**src/bb3_pkg.sv**
```systemverilog
`default_nettype none

package bb3_pkg;

    // frame geometry
    localparam int MAX_WIDTH = 2048;
    localparam int MIN_DIM   = 3;
    localparam int COL_W     = $clog2(MAX_WIDTH);
    localparam int ROW_W     = 12;
    localparam int CFG_W     = 12;
    localparam int PIX_W     = 8;

    // configuration registers
    localparam int CFG_INDEX_W   = 1;
    localparam int WIDTH_RESET   = 640;
    localparam int HEIGHT_RESET  = 480;

    typedef enum logic [CFG_INDEX_W-1:0] {
        REG_IMAGE_WIDTH  = 1'b0,
        REG_IMAGE_HEIGHT = 1'b1
    } cfg_reg_t;

    // nine-tap sum and floor(sum / 9) as (sum * 1821) >> 14, exact for sum <= 2295
    localparam int SUM_W      = 12;
    localparam int DIV9_MUL   = 1821;
    localparam int DIV9_SHIFT = 14;

    // result queue
    localparam int QUEUE_DEPTH = 4;
    localparam int QPTR_W      = $clog2(QUEUE_DEPTH);
    localparam int QCNT_W      = $clog2(QUEUE_DEPTH + 1);

    typedef struct packed {
        logic [PIX_W-1:0] red;
        logic [PIX_W-1:0] green;
        logic [PIX_W-1:0] blue;
    } pixel_t;

    typedef struct packed {
        logic [PIX_W-1:0] red;
        logic [PIX_W-1:0] green;
        logic [PIX_W-1:0] blue;
        logic [ROW_W-1:0] row;
        logic [COL_W-1:0] column;
        logic             last;
    } result_t;

    // control of the item held between input register and result queue
    typedef struct packed {
        logic             valid;
        logic             emit;
        logic             last;
        logic [COL_W-1:0] addr;
        logic [ROW_W-1:0] row;
        logic [COL_W-1:0] column;
    } stage_t;

endpackage

`default_nettype wire

```
**src/bb3_res_if.sv**
```systemverilog
`default_nettype none

interface bb3_res_if;
    logic                      valid;
    logic                      ready;
    logic [bb3_pkg::PIX_W-1:0] out_red;
    logic [bb3_pkg::PIX_W-1:0] out_green;
    logic [bb3_pkg::PIX_W-1:0] out_blue;
    logic [bb3_pkg::ROW_W-1:0] out_row;
    logic [bb3_pkg::COL_W-1:0] out_column;
    logic                      out_last;

    modport source (output valid, output out_red, output out_green, output out_blue,
                    output out_row, output out_column, output out_last, input ready);
    modport sink (input valid, input out_red, input out_green, input out_blue,
                  input out_row, input out_column, input out_last, output ready);
endinterface

`default_nettype wire

```
**src/bb3_out_queue.sv**
```systemverilog
`default_nettype none

module bb3_out_queue (
    input  wire logic             clk,
    input  wire logic             rst_n,
    input  wire logic             push,
    input  wire bb3_pkg::result_t push_data,
    input  wire logic             pending,
    output logic                  room,
    bb3_res_if.source             results
);

    bb3_pkg::result_t               entry_reg [bb3_pkg::QUEUE_DEPTH];
    logic [bb3_pkg::QPTR_W-1:0]     wr_ptr_reg;
    logic [bb3_pkg::QPTR_W-1:0]     rd_ptr_reg;
    logic [bb3_pkg::QCNT_W-1:0]     count_reg;
    logic [bb3_pkg::QCNT_W-1:0]     count_next;
    logic                           pop;
    bb3_pkg::result_t               head;

    assign pop = results.valid && results.ready;

    // one new item plus the one in flight must still fit
    assign room = (count_reg + bb3_pkg::QCNT_W'(pending))
                  <= bb3_pkg::QCNT_W'(bb3_pkg::QUEUE_DEPTH - 1);

    always_comb
    begin
        count_next = count_reg;
        if (push && !pop)
        begin
            count_next = count_reg + 1'b1;
        end
        else if (pop && !push)
        begin
            count_next = count_reg - 1'b1;
        end
    end

    always_ff @(posedge clk or negedge rst_n)
    begin
        if (!rst_n)
        begin
            wr_ptr_reg <= '0;
            rd_ptr_reg <= '0;
            count_reg  <= '0;
        end
        else
        begin
            count_reg <= count_next;
            if (push)
            begin
                wr_ptr_reg <= wr_ptr_reg + 1'b1;
            end
            if (pop)
            begin
                rd_ptr_reg <= rd_ptr_reg + 1'b1;
            end
        end
    end

    always_ff @(posedge clk)
    begin
        if (push)
        begin
            entry_reg[wr_ptr_reg] <= push_data;
        end
    end

    assign head              = entry_reg[rd_ptr_reg];
    assign results.valid      = (count_reg != '0);
    assign results.out_red    = head.red;
    assign results.out_green  = head.green;
    assign results.out_blue   = head.blue;
    assign results.out_row    = head.row;
    assign results.out_column = head.column;
    assign results.out_last   = head.last;

`ifndef SYNTH
    a_no_overflow: assert property (@(posedge clk) disable iff (!rst_n)
        push |-> (count_reg != bb3_pkg::QCNT_W'(bb3_pkg::QUEUE_DEPTH)))
        else $error("result queue overflow");

    a_count_bound: assert property (@(posedge clk) disable iff (!rst_n)
        count_reg <= bb3_pkg::QCNT_W'(bb3_pkg::QUEUE_DEPTH))
        else $error("result queue count out of range");

    a_no_room_when_busy: assert property (@(posedge clk) disable iff (!rst_n)
        (count_reg == bb3_pkg::QCNT_W'(bb3_pkg::QUEUE_DEPTH - 1) && pending) |-> !room)
        else $error("queue offers room it cannot hold");
`endif

endmodule

`default_nettype wire

```
**src/flat_wrapper.sv**
```systemverilog
// flat-port wrapper written by rule: the top's interface ports become plain ports
module bb3_out_queue_flat 
  (clk, rst_n, push, push_data, pending, room, results_valid, results_out_red, results_out_green, results_out_blue, results_out_row, results_out_column, results_out_last, results_ready);
  bb3_res_if results_i ();
  input  wire logic clk;
  input  wire logic rst_n;
  input  wire logic push;
  input  wire bb3_pkg::result_t push_data;
  input  wire logic pending;
  output logic room;
  output wire logic [$bits(results_i.valid)-1:0] results_valid;
  output wire logic [$bits(results_i.out_red)-1:0] results_out_red;
  output wire logic [$bits(results_i.out_green)-1:0] results_out_green;
  output wire logic [$bits(results_i.out_blue)-1:0] results_out_blue;
  output wire logic [$bits(results_i.out_row)-1:0] results_out_row;
  output wire logic [$bits(results_i.out_column)-1:0] results_out_column;
  output wire logic [$bits(results_i.out_last)-1:0] results_out_last;
  input wire logic [$bits(results_i.ready)-1:0] results_ready;
  assign results_valid = results_i.valid;
  assign results_out_red = results_i.out_red;
  assign results_out_green = results_i.out_green;
  assign results_out_blue = results_i.out_blue;
  assign results_out_row = results_i.out_row;
  assign results_out_column = results_i.out_column;
  assign results_out_last = results_i.out_last;
  assign results_i.ready = results_ready;
  bb3_out_queue u_core (.clk(clk), .rst_n(rst_n), .push(push), .push_data(push_data), .pending(pending), .room(room), .results(results_i));
endmodule
```
**config.mk**
```make
export PLATFORM = sky130hd
export DESIGN_NAME = bb3_out_queue_flat
export DESIGN_NICKNAME = d
export VERILOG_FILES = /design/src/bb3_pkg.sv /design/src/bb3_res_if.sv /design/src/bb3_out_queue.sv /design/src/flat_wrapper.sv
export SDC_FILE = /design/constraint.sdc
export NUM_CORES = 1
export LEC_CHECK = 0
export BUFFER_PORTS_ARGS = -buffer_cell sky130_fd_sc_hd__buf_2
export CAP_MARGIN = 10
export CORE_ASPECT_RATIO = 0.8
export CORE_MARGIN = 3
export CORE_UTILIZATION = 51
export CTS_CLUSTER_SIZE = 20
export DETAILED_ROUTE_END_ITERATION = 8
export PLACE_DENSITY = 0.75
export SYNTH_ARGS = -nofsm -noshare
export SYNTH_HDL_FRONTEND = slang
export SYNTH_SLANG_ARGS = --single-unit
```
**constraint.sdc**
```tcl
create_clock -name clk -period 2.3 [get_ports clk]
set_clock_uncertainty 0.2 [all_clocks]
set_input_delay 0.115 -clock clk [delete_from_list [all_inputs] [get_ports clk]]
set_output_delay 0.115 -clock clk [all_outputs]
set_load 0.005 [all_outputs]
```
---- Word-level counts from Yosys, hierarchy flattened ----
Memory sizes are Yosys's and may differ from the RTL's.
Index checks and enable logic that the tools add are counted.
operators by class
  $lt $le $gt $ge ......................... 1
  reduce and logical (&&, ||, !) cells .... 7
  $add $sub $neg .......................... 5
  muxes and demuxes ....................... 4
operator list
  cell                 number
  $mux 3               2
  $add 2x1->2 const B  2
  $add 3x1->3          1
  $add 3x1->3 const B  1
  $le 3x2->1 const B   1
  $logic_and 1x1->1    3
  $reduce_bool 3->1    1
  $sub 3x1->3 const B  1
  $logic_not 1->1      2
  $mux 1               2
  $reduce_bool 2->1    1
storage, ports and cells
  bits in registers ....................... 7
  bits in writable memories ............... 192
  memories ................................ 1
  input bits .............................. 53
  word-level logic and storage cells ...... 21
  output and inout port bits .............. 50
memory list
  name              words  width  read ports  clocked after Yosys merged registers in  wr ports  RTL line             source
  u_core.entry_reg  4      48     1           0                                        1         bb3_out_queue.sv:13  bb3_pkg::result_t entry_reg [bb3_pkg::QUEUE_DEPTH];

---- Logic depth before layout (Yosys ltp) ----
  depth in word-level cells ............... 5
  mapped depth ............................ 8
  mapped depth without buffers ............ 8

---- Worst setup path before layout ----
OpenSTA, ideal clock, no wires.
  kind .................................... register to register
  from .................................... register u_core.wr_ptr_reg[0] (netlist name)
  to ...................................... memory u_core.entry_reg[2][0] (netlist name), enable pin
  period minus slack after synthesis ...... 2,378 ps
  stages on the path, launching flop included .. 4
  arrival ................................. 1,768 ps
  setup time .............................. 410 ps
  path slack .............................. -78 ps
  cells stage by stage .................... dfrtp_1 inv_1 ha_1 and2_1
RTL lines
  what                    RTL line             source
  start, declared         bb3_out_queue.sv:14  logic [bb3_pkg::QPTR_W-1:0] wr_ptr_reg;
  start signal, assigned  bb3_out_queue.sv:53  wr_ptr_reg <= wr_ptr_reg + 1'b1;
  end, declared           bb3_out_queue.sv:13
No word-level cell before the write port.

---- Final worst setup path ----
  from .................................... register u_core.count_reg[2] (netlist name)
  to ...................................... register u_core.count_reg[2] (netlist name)
on the way
  longest elaborated chain between the ends .. 5
  elaborated cells between the ends (all ways) .. 10
RTL lines
  what                                                                 RTL line             source
  start, declared                                                      bb3_out_queue.sv:16  logic [bb3_pkg::QCNT_W-1:0] count_reg;
  start signal, assigned                                               bb3_out_queue.sv:50  count_reg <= count_next;
  parallel branches: the longest is 5 deep, another holds $sub 3x1->3  n/a
Parallel ways; which one is timed is not known. The select of a mux whose other input is x is not followed.
A chain may end at the register's enable or synchronous reset.

==> flow_summary.toml <==
[worst_setup_path]
cp_common_cell = "xor2_1"
end_kind = "flip-flop"
slowest_delay_ns = 0.42
crit_chain = "or3_4 -> nand2_2 -> ha_2 -> inv_1 -> fa_2 -> xor2_1 -> nor2_1 -> xor2_1"
worst_path_max_delay_cell = "dfrtp_1"
crit_path_start_kind = "flip-flop"
critPathMaxFanout = 3
critPathArrivalTime_ns = 2.35
worstPathRequired_ns = 2.44
crit_type = "flip-flop to flip-flop"

[placed_design]
place.port_buffers = 102
hpwl_mm = 7.39
globalplace.congestion = 0.768

[grt]
track_usage = 0.171
antenna_found_initial = 0
grt_max_degree = 49
grt_pass1_vias = 3701
grt_overflow = 0
grt_pass1_wl_mm = 20.1

[hold_path]
hold_class = "primary input to flip-flop"

[layout]
drive_above_1_share = 0.424
antenna_cells = 0
final_util = 0.669
nNetsFinal = 522
syn_to_final_growth_pct = 25.5
largest_reg_flops = 192

[drt]
avgViaCountPerCell = 5.26
post_drt_wl_per_cell_um = 19.7
drt_first_pass_iters = 4
finalWirelength_mm = 12.9
ant_nets = 0
initialDrtViolationCount = 244
vias = 3440
drc = 0

[power]
sequentialPowerShare = 0.453
power_switching_mw = 2.93
swShare = 0.267
ir_drop_mv = 0.866
combinationalPowerShare = 0.285
intPower_mw = 8.06
p_clk_frac = 0.262
total_leakage_power_nw = 3.25
powerDensity_nw_per_um2 = 1180

[sta]
hold_violations = 0
rsz0062_at_grt = "false"
worstMarginPinSlew_ns = 0.317
finalSetupViolCount = 0
fmax_mhz = 453
drv_slew = 0
maxSlewHeadroom = 0.788
finalCritPeriodShare = 0.960
fin_tns_setup_ns = 0
post-route-min-period_ns = 2.21

[clock_tree]
cts_made_buffers = 17
clk_pin_slew_ns = 0.07
numClockSinks = 199
clock_latency_ns = 0.42
clockBufferDepth = 2
cts_setup_buffers = 0
cts_tree = "yes"
htreeDepth = 4
clock-root-buffer = "clkbuf_16"

[logic_synthesis]
syn_avg_cell_area_sq_um = 25.8
synthCells = 287
yosys_warnings = 0
synth_fp_nets = 348
ys_types = 19
ys_seq_area_frac = 0.802
synth-seq-cells = 199
netlist_area_sq_um = 7400

[floorplan]
start_util = 0.533
std_cell_rows = 38
dieHeight_um = 114
die_area_sq_um = 16000
die_x_um = 141
core_area_sq_um = 13900
io_pins = 103

[run_status]
outcome = "finished clean"

[job]
cap_violations = 0
## cell usage after synthesis (all sizes together)
cell    instances  area [sq um]
nand2           2          7.51
and2            4          25.0
buf            11           139
edfxtp        192          5770
xnor2           4          35.0
nand3           1          5.00
ha              7          87.6
dfrtp           7           175
nor2            1          3.75
xor2            3          26.3
mux4           48          1080
mux2            1          11.3
inv             3          11.3
o21ai           1          5.00
or3             1          6.26
fa              1          20.0
## kinds of logic after synthesis
logic type / count (synthesis) / synth area share
buffers and inverters: 14 / 0.0203
AND/OR/NAND/NOR: 9 / 0.00642
AO/OA/AOI/OAI: 1 / 0.000675
adder cells (fa/ha/maj): 8 / 0.0145
flip-flops: 199 / 0.802
XOR/XNOR: 7 / 0.00828
multiplexers: 49 / 0.148
## cells in the final DEF, fill, tap and decap left out
| cell type | count |
|---|---|
| nand3_1 | 1 |
| buf_12 | 6 |
| clkbuf_16 | 17 |
| xor2_1 | 3 |
| ha_2 | 1 |
| xnor2_1 | 4 |
| buf_2 | 102 |
| mux2_2 | 1 |
| nand2_2 | 1 |
| dlygate4sd3_1 | 52 |
| and2_2 | 4 |
| or3_4 | 1 |
| ha_1 | 6 |
| inv_6 | 3 |
| dfrtp_1 | 5 |
| edfxtp_1 | 192 |
| buf_4 | 6 |
| nor2_1 | 1 |
| mux4_2 | 48 |
| clkbuf_8 | 2 |
| inv_1 | 3 |
| bufinv_16 | 2 |
| nand2_1 | 1 |
| clkinvlp_4 | 4 |
| fa_2 | 1 |
| dfrtp_2 | 1 |
| o21ai_0 | 1 |
| clkbuf_1 | 4 |
| dfrtp_4 | 1 |
## final cells by class
cell class / instances / area (sq um)
clock buffers: 23 / 468
repair buffers: 166 / 1200
inverters: 3 / 11.3
well taps: 180 / 225
flip-flops and latches: 199 / 5950
multi-input cells: 74 / 1330
clock inverters: 9 / 116
fillers: 892 / 4590
## path summary, 6_finish.rpt
kind | start | end | slack [ns] | cells past startpoint
max | u_core.count_reg[2] | u_core.count_reg[2] | 0.09 | 8
min | push_data[18] | u_core.entry_reg[3][18] | 0.24 | 2
max reg2reg | u_core.count_reg[2] | u_core.count_reg[2] | 0.09 | 8
min reg2reg | u_core.count_reg[2] | u_core.count_reg[2] | 0.34 | 1
max in group asynchronous | rst_n | u_core.rd_ptr_reg[0] | 1.17 | 3
min in group asynchronous | rst_n | u_core.rd_ptr_reg[1] | 0.47 | 3
## what timing repair did
item                                   4_1_cts  5_1_grt
setup endpoints to repair                    1        2
endpoints found under the hold margin      204        0
resized for setup                            1        3
hold buffers                                52        0
## critical path: cells and delay by family (launching register included)
kind                       cells  cell delay [ns]
DFF                            1             0.42
and+or+nand+nor                3             0.63
adders and majority gates      2             0.52
buffers and inverters          1             0.06
xor gates and xnor gates       2             0.31
## power by group through the flow
| stage | registers [mW] | clock network [mW] | logic (mW) |
|---|---|---|---|
| floorplan | 4.96 | 0 | 2.08 |
| global placement | 5.00 | 0 | 3.09 |
| detailed placement | 5.06 | 0 | 3.11 |
| CTS | 4.98 | 2.95 | 3.19 |
| global route | 5.04 | 3.11 | 3.40 |
| finish | 4.98 | 2.88 | 3.13 |
## metrics by stage
step	total power, mW	std cells	instance area [sq um]	hold WS, ns	setup slack, ns
final	11.0	654	9290	0.241	0.0927
after floorplan	7.03	287	7410	-0.381	0.00578
after global placement	8.09	570	8180	-0.248	0.112
after CTS	11.1	654	9280	0.221	0.0245
after detailed placement	8.16	570	8180	-0.236	0.00744
after global routing	11.5	654	9290	0.233	0.00348
## layer usage
| metal | global-route usage | up-vias | wire (um) |
|---|---|---|---|
| li1 | - | 1561 | - |
| met1 | 0.230 | 1775 | 5760 |
| met2 | 0.274 | 97 | 6400 |
| met3 | 0.0532 | 7 | 663 |
| met4 | 0.0516 | 0 | 89 |
| met5 | 0 | - | 0 |
Power figures use the tool's default switching activity.
