$ cat src/bb3_pkg.sv
`default_nettype none

package bb3_pkg;

    // frame geometry
    localparam int MAX_WIDTH = 2048;
    localparam int MIN_DIM   = 3;
    localparam int COL_W     = $clog2(MAX_WIDTH);
    localparam int ROW_W     = 12;
    localparam int CFG_W     = 12;
    localparam int PIX_W     = 8;

    // configuration registers
    localparam int CFG_INDEX_W   = 1;
    localparam int WIDTH_RESET   = 640;
    localparam int HEIGHT_RESET  = 480;

    typedef enum logic [CFG_INDEX_W-1:0] {
        REG_IMAGE_WIDTH  = 1'b0,
        REG_IMAGE_HEIGHT = 1'b1
    } cfg_reg_t;

    // nine-tap sum and floor(sum / 9) as (sum * 1821) >> 14, exact for sum <= 2295
    localparam int SUM_W      = 12;
    localparam int DIV9_MUL   = 1821;
    localparam int DIV9_SHIFT = 14;

    // result queue
    localparam int QUEUE_DEPTH = 4;
    localparam int QPTR_W      = $clog2(QUEUE_DEPTH);
    localparam int QCNT_W      = $clog2(QUEUE_DEPTH + 1);

    typedef struct packed {
        logic [PIX_W-1:0] red;
        logic [PIX_W-1:0] green;
        logic [PIX_W-1:0] blue;
    } pixel_t;

    typedef struct packed {
        logic [PIX_W-1:0] red;
        logic [PIX_W-1:0] green;
        logic [PIX_W-1:0] blue;
        logic [ROW_W-1:0] row;
        logic [COL_W-1:0] column;
        logic             last;
    } result_t;

    // control of the item held between input register and result queue
    typedef struct packed {
        logic             valid;
        logic             emit;
        logic             last;
        logic [COL_W-1:0] addr;
        logic [ROW_W-1:0] row;
        logic [COL_W-1:0] column;
    } stage_t;

endpackage

`default_nettype wire

$ cat src/bb3_window.sv
`default_nettype none

module bb3_window (
    input  wire logic            clk,
    input  wire logic            rst_n,
    input  wire logic            shift,
    input  wire bb3_pkg::pixel_t up,
    input  wire bb3_pkg::pixel_t mid,
    input  wire bb3_pkg::pixel_t cur,
    output bb3_pkg::pixel_t      blurred
);

    // [0] top, [1] middle, [2] bottom
    bb3_pkg::pixel_t col1_reg [3];
    bb3_pkg::pixel_t col2_reg [3];

    function automatic logic [bb3_pkg::SUM_W-1:0] sum9(
        input logic [bb3_pkg::PIX_W-1:0] t0, input logic [bb3_pkg::PIX_W-1:0] t1,
        input logic [bb3_pkg::PIX_W-1:0] t2, input logic [bb3_pkg::PIX_W-1:0] t3,
        input logic [bb3_pkg::PIX_W-1:0] t4, input logic [bb3_pkg::PIX_W-1:0] t5,
        input logic [bb3_pkg::PIX_W-1:0] t6, input logic [bb3_pkg::PIX_W-1:0] t7,
        input logic [bb3_pkg::PIX_W-1:0] t8);
        logic [bb3_pkg::SUM_W-1:0] a;
        logic [bb3_pkg::SUM_W-1:0] b;
        a = (bb3_pkg::SUM_W'(t0) + bb3_pkg::SUM_W'(t1))
          + (bb3_pkg::SUM_W'(t2) + bb3_pkg::SUM_W'(t3));
        b = (bb3_pkg::SUM_W'(t4) + bb3_pkg::SUM_W'(t5))
          + (bb3_pkg::SUM_W'(t6) + bb3_pkg::SUM_W'(t7));
        return a + b + bb3_pkg::SUM_W'(t8);
    endfunction

    function automatic logic [bb3_pkg::PIX_W-1:0] div9(
        input logic [bb3_pkg::SUM_W-1:0] s);
        logic [bb3_pkg::SUM_W+bb3_pkg::DIV9_SHIFT-1:0] prod;
        prod = (bb3_pkg::SUM_W + bb3_pkg::DIV9_SHIFT)'(s)
             * (bb3_pkg::SUM_W + bb3_pkg::DIV9_SHIFT)'(bb3_pkg::DIV9_MUL);
        return prod[bb3_pkg::DIV9_SHIFT +: bb3_pkg::PIX_W];
    endfunction

    always_ff @(posedge clk or negedge rst_n)
    begin
        if (!rst_n)
        begin
            for (int i = 0; i < 3; i++)
            begin
                col1_reg[i] <= '0;
                col2_reg[i] <= '0;
            end
        end
        else if (shift)
        begin
            for (int i = 0; i < 3; i++)
            begin
                col2_reg[i] <= col1_reg[i];
            end
            col1_reg[0] <= up;
            col1_reg[1] <= mid;
            col1_reg[2] <= cur;
        end
    end

    always_comb
    begin
        blurred.red = div9(sum9(col2_reg[0].red, col2_reg[1].red, col2_reg[2].red,
                                col1_reg[0].red, col1_reg[1].red, col1_reg[2].red,
                                up.red, mid.red, cur.red));
        blurred.green = div9(sum9(col2_reg[0].green, col2_reg[1].green, col2_reg[2].green,
                                  col1_reg[0].green, col1_reg[1].green, col1_reg[2].green,
                                  up.green, mid.green, cur.green));
        blurred.blue = div9(sum9(col2_reg[0].blue, col2_reg[1].blue, col2_reg[2].blue,
                                 col1_reg[0].blue, col1_reg[1].blue, col1_reg[2].blue,
                                 up.blue, mid.blue, cur.blue));
    end

endmodule

`default_nettype wire

$ cat config.mk
export PLATFORM = sky130hd
export DESIGN_NAME = bb3_window
export DESIGN_NICKNAME = d
export VERILOG_FILES = /design/src/bb3_pkg.sv /design/src/bb3_window.sv
export SDC_FILE = /design/constraint.sdc
export NUM_CORES = 1
export LEC_CHECK = 0
export BUFFER_PORTS_ARGS = -buffer_cell sky130_fd_sc_hd__buf_2
export CAP_MARGIN = 20
export CORE_MARGIN = 4
export CORE_UTILIZATION = 50
export CTS_CLUSTER_SIZE = 28
export DETAILED_ROUTE_END_ITERATION = 8
export PLACE_DENSITY = 0.74
export SKIP_CTS_REPAIR_TIMING = 1
export SLEW_MARGIN = 20
export SYNTH_ARGS = -nofsm -noshare
export SYNTH_HDL_FRONTEND = slang
export SYNTH_SLANG_ARGS = --single-unit
$ cat constraint.sdc
create_clock -name clk -period 7.87 [get_ports clk]
set_clock_uncertainty 0.1 [all_clocks]
set_input_delay 0 -clock clk [delete_from_list [all_inputs] [get_ports clk]]
set_output_delay 0 -clock clk [all_outputs]
set_load 0.05 [all_outputs]
==> Word-level counts from Yosys, hierarchy flattened <==
Cells that the tools add are included.
{ "classes": {"n_addsub": 24, "n_mul": 3} }
{ "ops": {"columns": ["operator", "n"], "rows": [
  ["$add A8 B8 Y9", 12],
  ["$mul A12 B11 Y22 const B", 3],
  ["$add A9 B9 Y10", 6],
  ["$add A11 B8 Y12", 3],
  ["$add A10 B10 Y11", 3]
]} }
{ "totals": {"register_bits": 144, "input_bits": 75, "output_inout_bits": 24, "word_cells": 45} }

==> Longest topological paths before layout <==
Gate-level depths: netlist (run 1).
{ "depth": {"depth_word": 5, "depth_mapped": 35, "depth_no_buf": 35} }

==> Worst setup path before layout (run 1) <==
No wires, ideal clock.
{ "synth_timing": {"path_type": "reg2out", "start": "register col2_reg[2] in the netlist's numbering", "end": "output blurred[6] in the netlist's numbering", "arrival_time_ns": 8.759, "path_slack_ns": -0.989, "stages_incl_launch_ff": 33, "path_buffers": 0, "path_cell_list": "dfrtp_1 > fa_1 > fa_1 > fa_1 > inv_1 > fa_1 > inv_1 > ha_1 > fa_1 > a21o_1 > a21oi_1 > o21bai_1 > a21oi_1 > xnor2_1 > inv_1 > fa_1 > inv_1 > ha_1 > inv_1 > fa_1 > inv_1 > fa_1 > inv_1 > fa_1 > inv_1 > ha_1 > o21a_1 > nor2_1 > or2_2 > o21ai_0 > a31oi_1 > o21bai_1 > xor2_1"} }
{ "synth_lines": {"columns": ["item", "line", "rtl"], "rows": [
  ["start, declared", "bb3_window.sv:15", "bb3_pkg::pixel_t col2_reg [3];"],
  ["start signal, assigned by index", "bb3_window.sv:54", "col2_reg[i] <= col1_reg[i];"],
  ["end, declared", "bb3_window.sv:10", "output bb3_pkg::pixel_t blurred"]
]} }

==> results of run 1 <==
-- final cells by class --
| type | count | area share [%] |
|---|---|---|
| diodes | 3 | 0.0356 |
| inverters | 438 | 7.80 |
| clock buffers | 18 | 2.08 |
| repair buffers | 323 | 12.1 |
| clock inverters | 14 | 0.962 |
| flip-flops and latches | 144 | 17.1 |
| well taps | 442 | 2.62 |
| multi-input cells | 885 | 57.3 |
-- cell families (layout without fill, tap and decap cells) --
kind of cell	after synthesis	count (layout)	share of synthesized area [%]
simple gates	82	82	2.37
mux	144	144	9.80
compound gates	108	108	4.36
buf+inv	454	793	10.3
fa+ha+maj	487	487	48.0
xor+xnor	64	64	3.39
flops	144	144	21.8
other cells	0	3	0
-- worst max-delay path: cells and delay by family (launching register included) --
kind / cells / cell delay, ns
xor+xnor: 2 / 0.30
flops: 1 / 0.40
simple gates: 5 / 0.49
fa+ha+maj: 12 / 5.14
compound gates: 5 / 0.94
buf+inv: 11 / 0.79
-- routing by layer --
layer	wire [µm]	global-route usage (%)	up-vias
met2	17400	32.9	137
met3	1320	3.74	45
li1	-	-	5241
met1	14100	24.0	5518
met4	386	2.89	12
met5	84	0	-
-- worst paths after layout --
| kind | start | endpoint | slack, ns |
|---|---|---|---|
| min in group asynchronous | rst_n | col1_reg[64] | 0.09 |
| max in group asynchronous | rst_n | col2_reg[52] | 6.30 |
| max reg2reg | col1_reg[50] | col1_reg[50] | 6.84 |
| max | col2_reg[66] | blurred[22] | -0.75 |
| min reg2reg | col2_reg[70] | col2_reg[70] | 0.43 |
| min | shift | col1_reg[0] | 0.03 |
-- cells in the final DEF (no fill, tap or decap), types with 8 or more instances in the layout --
cell,Yosys,routed
inv_1,438,421
fa_1,246,239
ha_1,241,224
buf_4,0,145
mux2_2,144,144
dfrtp_1,144,144
dlygate4sd3_1,0,73
buf_2,6,72
buf_6,0,32
xnor2_1,40,23
a21o_1,19,19
nand2_1,21,19
a21oi_2,4,17
nor2_1,26,17
a21oi_1,36,17
inv_2,0,17
clkbuf_16,0,17
xor2_1,24,16
ha_4,0,15
xnor2_2,0,12
o21a_1,9,9
nor2_2,0,8
-- stage by stage --
stage / area, µm² / hold WS (ns) / utilization [%]
after global placement: 19100 / 0.0157 / 58.5
after global routing: 21100 / 0.0415 / 64.6
after CTS: 19700 / -0.426 / 60.4
final: 21100 / 0.0281 / 64.6
after detailed placement: 19100 / 0.0268 / 58.5
after floorplan: 17000 / -0.396 / -
==> impl_metrics.py, run 1 <==
metrics = {
    "grt": {
        "grt.overflow.total": 0,
        "grt_pass1_vias": 11900,
        "grt_pass1_wl_um": 55000,
        "track_usage_pct": 18.5,
        "grt_max_degree": 90,
        "antenna_found_initial": 8,
    },
    "place": {
        "port-buffer-count": 98,
        "dp_cells": 2147,
        "gp_congestion": 0.916,
        "place.detailed.hpwl_um": 26200,
        "pre_cts_slack_ns": -0.372,
    },
    "floorplan": {
        "core_area_mm2": 0.0326,
        "start_util_pct": 50.7,
        "die-height_um": 190,
        "die-area_mm2": 0.0361,
        "std_cell_rows": 66,
        "die_w_um": 190,
        "pin_count": 99,
    },
    "worst_setup_path": {
        "r2r_cells": 2,
        "crit_path_end_kind": "output port",
        "max_stage_delay_ns": 0.59,
        "critPathLaunchType": "flip-flop",
        "crit_fanout": 3,
        "worst_ep_required_time_ns": 7.77,
        "cpMostUsedCell": "fa_1",
        "crit_type": "flip-flop to output port",
        "critPathArrivalTime_ns": 8.52,
        "slowest_stage": "fa_1",
    },
    "cells_and_area": {
        "fill_cells": 2396,
        "area_growth_pct": 27.3,
        "drive_above_1_share_pct": 30.5,
        "multi_input_area_mm2": 0.0121,
        "fin_cells": 2267,
        "nets": 2371,
        "regArea_mm2": 0.00360,
    },
    "synthesis": {
        "synth-async-reset-ratio_pct": 100,
        "synth_commonest_cells": "inv_1 (438), fa_1 (246), ha_1 (241)",
        "ys.flop_type": "dfrtp_1",
        "yosysSeqAreaShare_pct": 21.8,
        "synth_top_area_cell": "fa_1",
        "synth_top_cell_area_share_pct": 29.8,
        "syn_inst": 1483,
        "synth_edf_count": 0,
        "syn_area_per_cell_um2": 11.2,
        "synth_area_mm2": 0.0166,
        "synth_seq_cells": 144,
        "synth_nets": 2045,
        "yosysUniqueCellTypes": 40,
        "yosys_warnings": 0,
        "yosys-top-cells-area": "fa_1 (30%), dfrtp_1 (22%), ha_1 (18%), inv_1 (9.9%), mux2_2 (9.8%)",
        "synth_most_common_cell": "inv_1",
    },
    "job": {
        "cap_violations": 0,
    },
    "route": {
        "drc_errors": 0,
        "ant_nets": 0,
        "dr.first_iter.drc_count": 305,
        "vias_per_cell": 4.83,
        "vias": 11000,
        "dr.pass1.iters": 4,
        "post_drt_wl_per_cell_um": 14.7,
        "routed_wl_um": 33200,
    },
    "timing": {
        "fin_ws_ns": -0.749,
        "tightest_slew_ns": 1.09,
        "drv_slew": 0,
        "final.setup.tns_ns": -12.07,
        "post-route-min-period_ns": 8.62,
        "setup_viol": 24,
        "slew_headroom_pct": 27.7,
        "rsz0062_at_grt": "yes",
        "hold_viol_final": 0,
        "fmax_ghz": 0.116,
        "fin_crit_sh_pct": 110,
    },
    "clock_network": {
        "cts_tree": "done",
        "ctsRootBufferMaster": "clkbuf_16",
        "path_clk_slew_ns": 0.07,
        "cts_buffer_depth": 2,
        "htree_num_levels": 4,
        "cts_buffers": 17,
        "cts.sinks": 144,
        "insertion_delay_ns": 0.42,
    },
    "min_path": {
        "holdCritPathClass": "primary input to flip-flop",
        "min_path_cells": 2,
    },
    "outcome": {
        "outcome": "finished, violations left",
        "violations": "negative setup slack",
    },
}
Power of run 1 is not shown: default switching activity piles up to over one toggle a cycle in this logic, so the estimate is an artifact.
==> run 2, diff against run 1 <==
==> constraint.sdc (replaced) <==
create_clock -name clk -period 7.87 [get_ports clk]
set_clock_uncertainty 0.1 [all_clocks]
set_input_delay 1.1805 -clock clk [delete_from_list [all_inputs] [get_ports clk]]
set_output_delay 1.1805 -clock clk [all_outputs]
set_load 0.05 [all_outputs]
==> run 2 against run 1 <==
  * The run still ends with negative setup slack left
  * First-iteration DRC count decreased by 15%
  * Sequential share of layout area down 0.61 points
  * Via count is 2.0% higher
==> impl_metrics.py, run 2 (synthesis gave the netlist of run 1 again) <==
metrics = {
    "cells_and_area": {
        "drive_above_1_share_pct": 38.8,
        "fin_cells": 2360,
        "nets": 2464,
        "layout_commonest_cell": "inv_1",
        "area_growth_pct": 32.0,
        "layout_common_cells": "inv_1 (401), buf_4 (312), fa_1 (242)",
        "final_core_util_pct": 67.0,
        "fill_cells": 2351,
    },
    "place": {
        "gp_congestion": 0.862,
        "dp_cells": 2311,
        "place.detailed.hpwl_um": 27700,
        "port-buffer-count": 98,
    },
    "timing": {
        "tightest_slew_ns": 0.824,
        "fin_crit_sh_pct": 129,
        "drv_slew": 0,
        "fin_ws_ns": -2.30,
        "post-route-min-period_ns": 10.17,
        "rsz0062_at_grt": "yes",
        "slew_headroom_pct": 45.0,
        "setup_viol": 24,
        "hold_viol_final": 0,
        "fmax_ghz": 0.0984,
    },
    "worst_setup_path": {
        "max_stage_delay_ns": 0.54,
        "r2r_cells": 2,
        "crit_type": "primary input to output port",
        "r2r-start": "col1_reg[11]",
        "critPathLaunchType": "primary input",
        "crit_path_start": "cur[3]",
        "crit_fanout": 4,
        "worst_ep_required_time_ns": 6.59,
        "critPathArrivalTime_ns": 8.89,
        "slowest_stage": "fa_1",
        "cpMostUsedCell": "fa_1",
        "crit_path_end_kind": "output port",
    },
    "route": {
        "post_drt_wl_per_cell_um": 14.1,
        "ant_nets": 0,
        "dr.first_iter.drc_count": 258,
        "routed_wl_um": 33300,
        "drc_errors": 0,
        "dr.pass1.iters": 4,
        "vias_per_cell": 4.74,
        "vias": 11200,
    },
    "clock_network": {
        "cts_buffer_depth": 2,
        "cts_buffers": 17,
        "path_clk_slew_ns": 0.06,
        "htree_num_levels": 4,
        "cts.sinks": 144,
        "cts_tree": "done",
        "ctsRootBufferMaster": "clkbuf_16",
        "insertion_delay_ns": 0.42,
    },
    "floorplan": {
        "die_w_um": 190,
        "start_util_pct": 50.7,
        "core_area_mm2": 0.0326,
        "std_cell_rows": 66,
        "pin_count": 99,
        "die-area_mm2": 0.0361,
        "die-height_um": 190,
    },
    "grt": {
        "track_usage_pct": 19.0,
        "grt.overflow.total": 0,
        "grt_pass1_wl_um": 56700,
        "antenna_found_initial": 8,
        "grt_pass1_vias": 12400,
        "grt_max_degree": 83,
    },
    "min_path": {
        "min_path_cells": 1,
        "holdCritPathClass": "flip-flop to flip-flop",
        "hp-start": "col2_reg[54]",
    },
    "outcome": {
        "outcome": "finished, violations left",
        "violations": "negative setup slack",
    },
    "job": {
        "cap_violations": 0,
    },
}
run 2: cell count changes in the layout (fill, tap and decap cells not counted), sizes merged:
cell,before,now
buf,250,416
diode,3,4
clkbuf,18,22
inv,442,438
clkinv,2,1
dlygate4sd3,73,0
run 2: final cells by class:
cell class                 count  area [µm²]  share of cell area, %
antenna                        4        10.0                 0.0458
clock buffer                  22         484                   2.22
clock inverter                 9         155                  0.710
inverter                     438        1670                   7.65
multi-input combinational    885       12200                   55.9
sequential                   144        3600                   16.5
tap                          442         553                   2.53
timing repair buffer         416        3160                   14.5
run 2: final timing paths:
| path | endpoint | slack, ns |
|---|---|---|
| min | col2_reg[54] | 0.43 |
| min reg2reg | col2_reg[54] | 0.43 |
| min in group asynchronous | col2_reg[16] | 0.69 |
| max | blurred[7] | -2.30 |
| max reg2reg | col2_reg[11] | 6.83 |
| max in group asynchronous | col2_reg[6] | 5.67 |
run 2: per-stage QoR:
step | TNS (ns) | cell area [µm²] | hold WS (ns) | setup slack (ns)
floorplan | -43.72 | 17200 | 0.402 | -2.14
global placement | -53.72 | 20500 | 0.408 | -2.43
detailed placement | -56.78 | 20500 | 0.418 | -2.56
CTS | -56.93 | 21200 | 0.435 | -2.57
global route | -57.90 | 21900 | 0.447 | -2.56
finish | -50.80 | 21900 | 0.434 | -2.30
run 2: worst max-delay path, delay by kind of cell:
kind	cells	cell delay (ns)
adder cells (fa/ha/maj)	11	4.72
AO/OA/AOI/OAI	9	1.55
buffers and inverters	14	1.00
AND/OR/NAND/NOR	2	0.30
XOR/XNOR	1	0.16
run 2: metal layers:
layer | global-route usage, % | vias up | part of all wire (%)
met4 | 2.73 | 10 | 0.88
met2 | 33.5 | 128 | 53
li1 | - | 5420 | -
met3 | 3.45 | 38 | 3.4
met5 | 0 | - | 0.20
met1 | 25.3 | 5580 | 43
Power of run 2 is left out for the same reason.
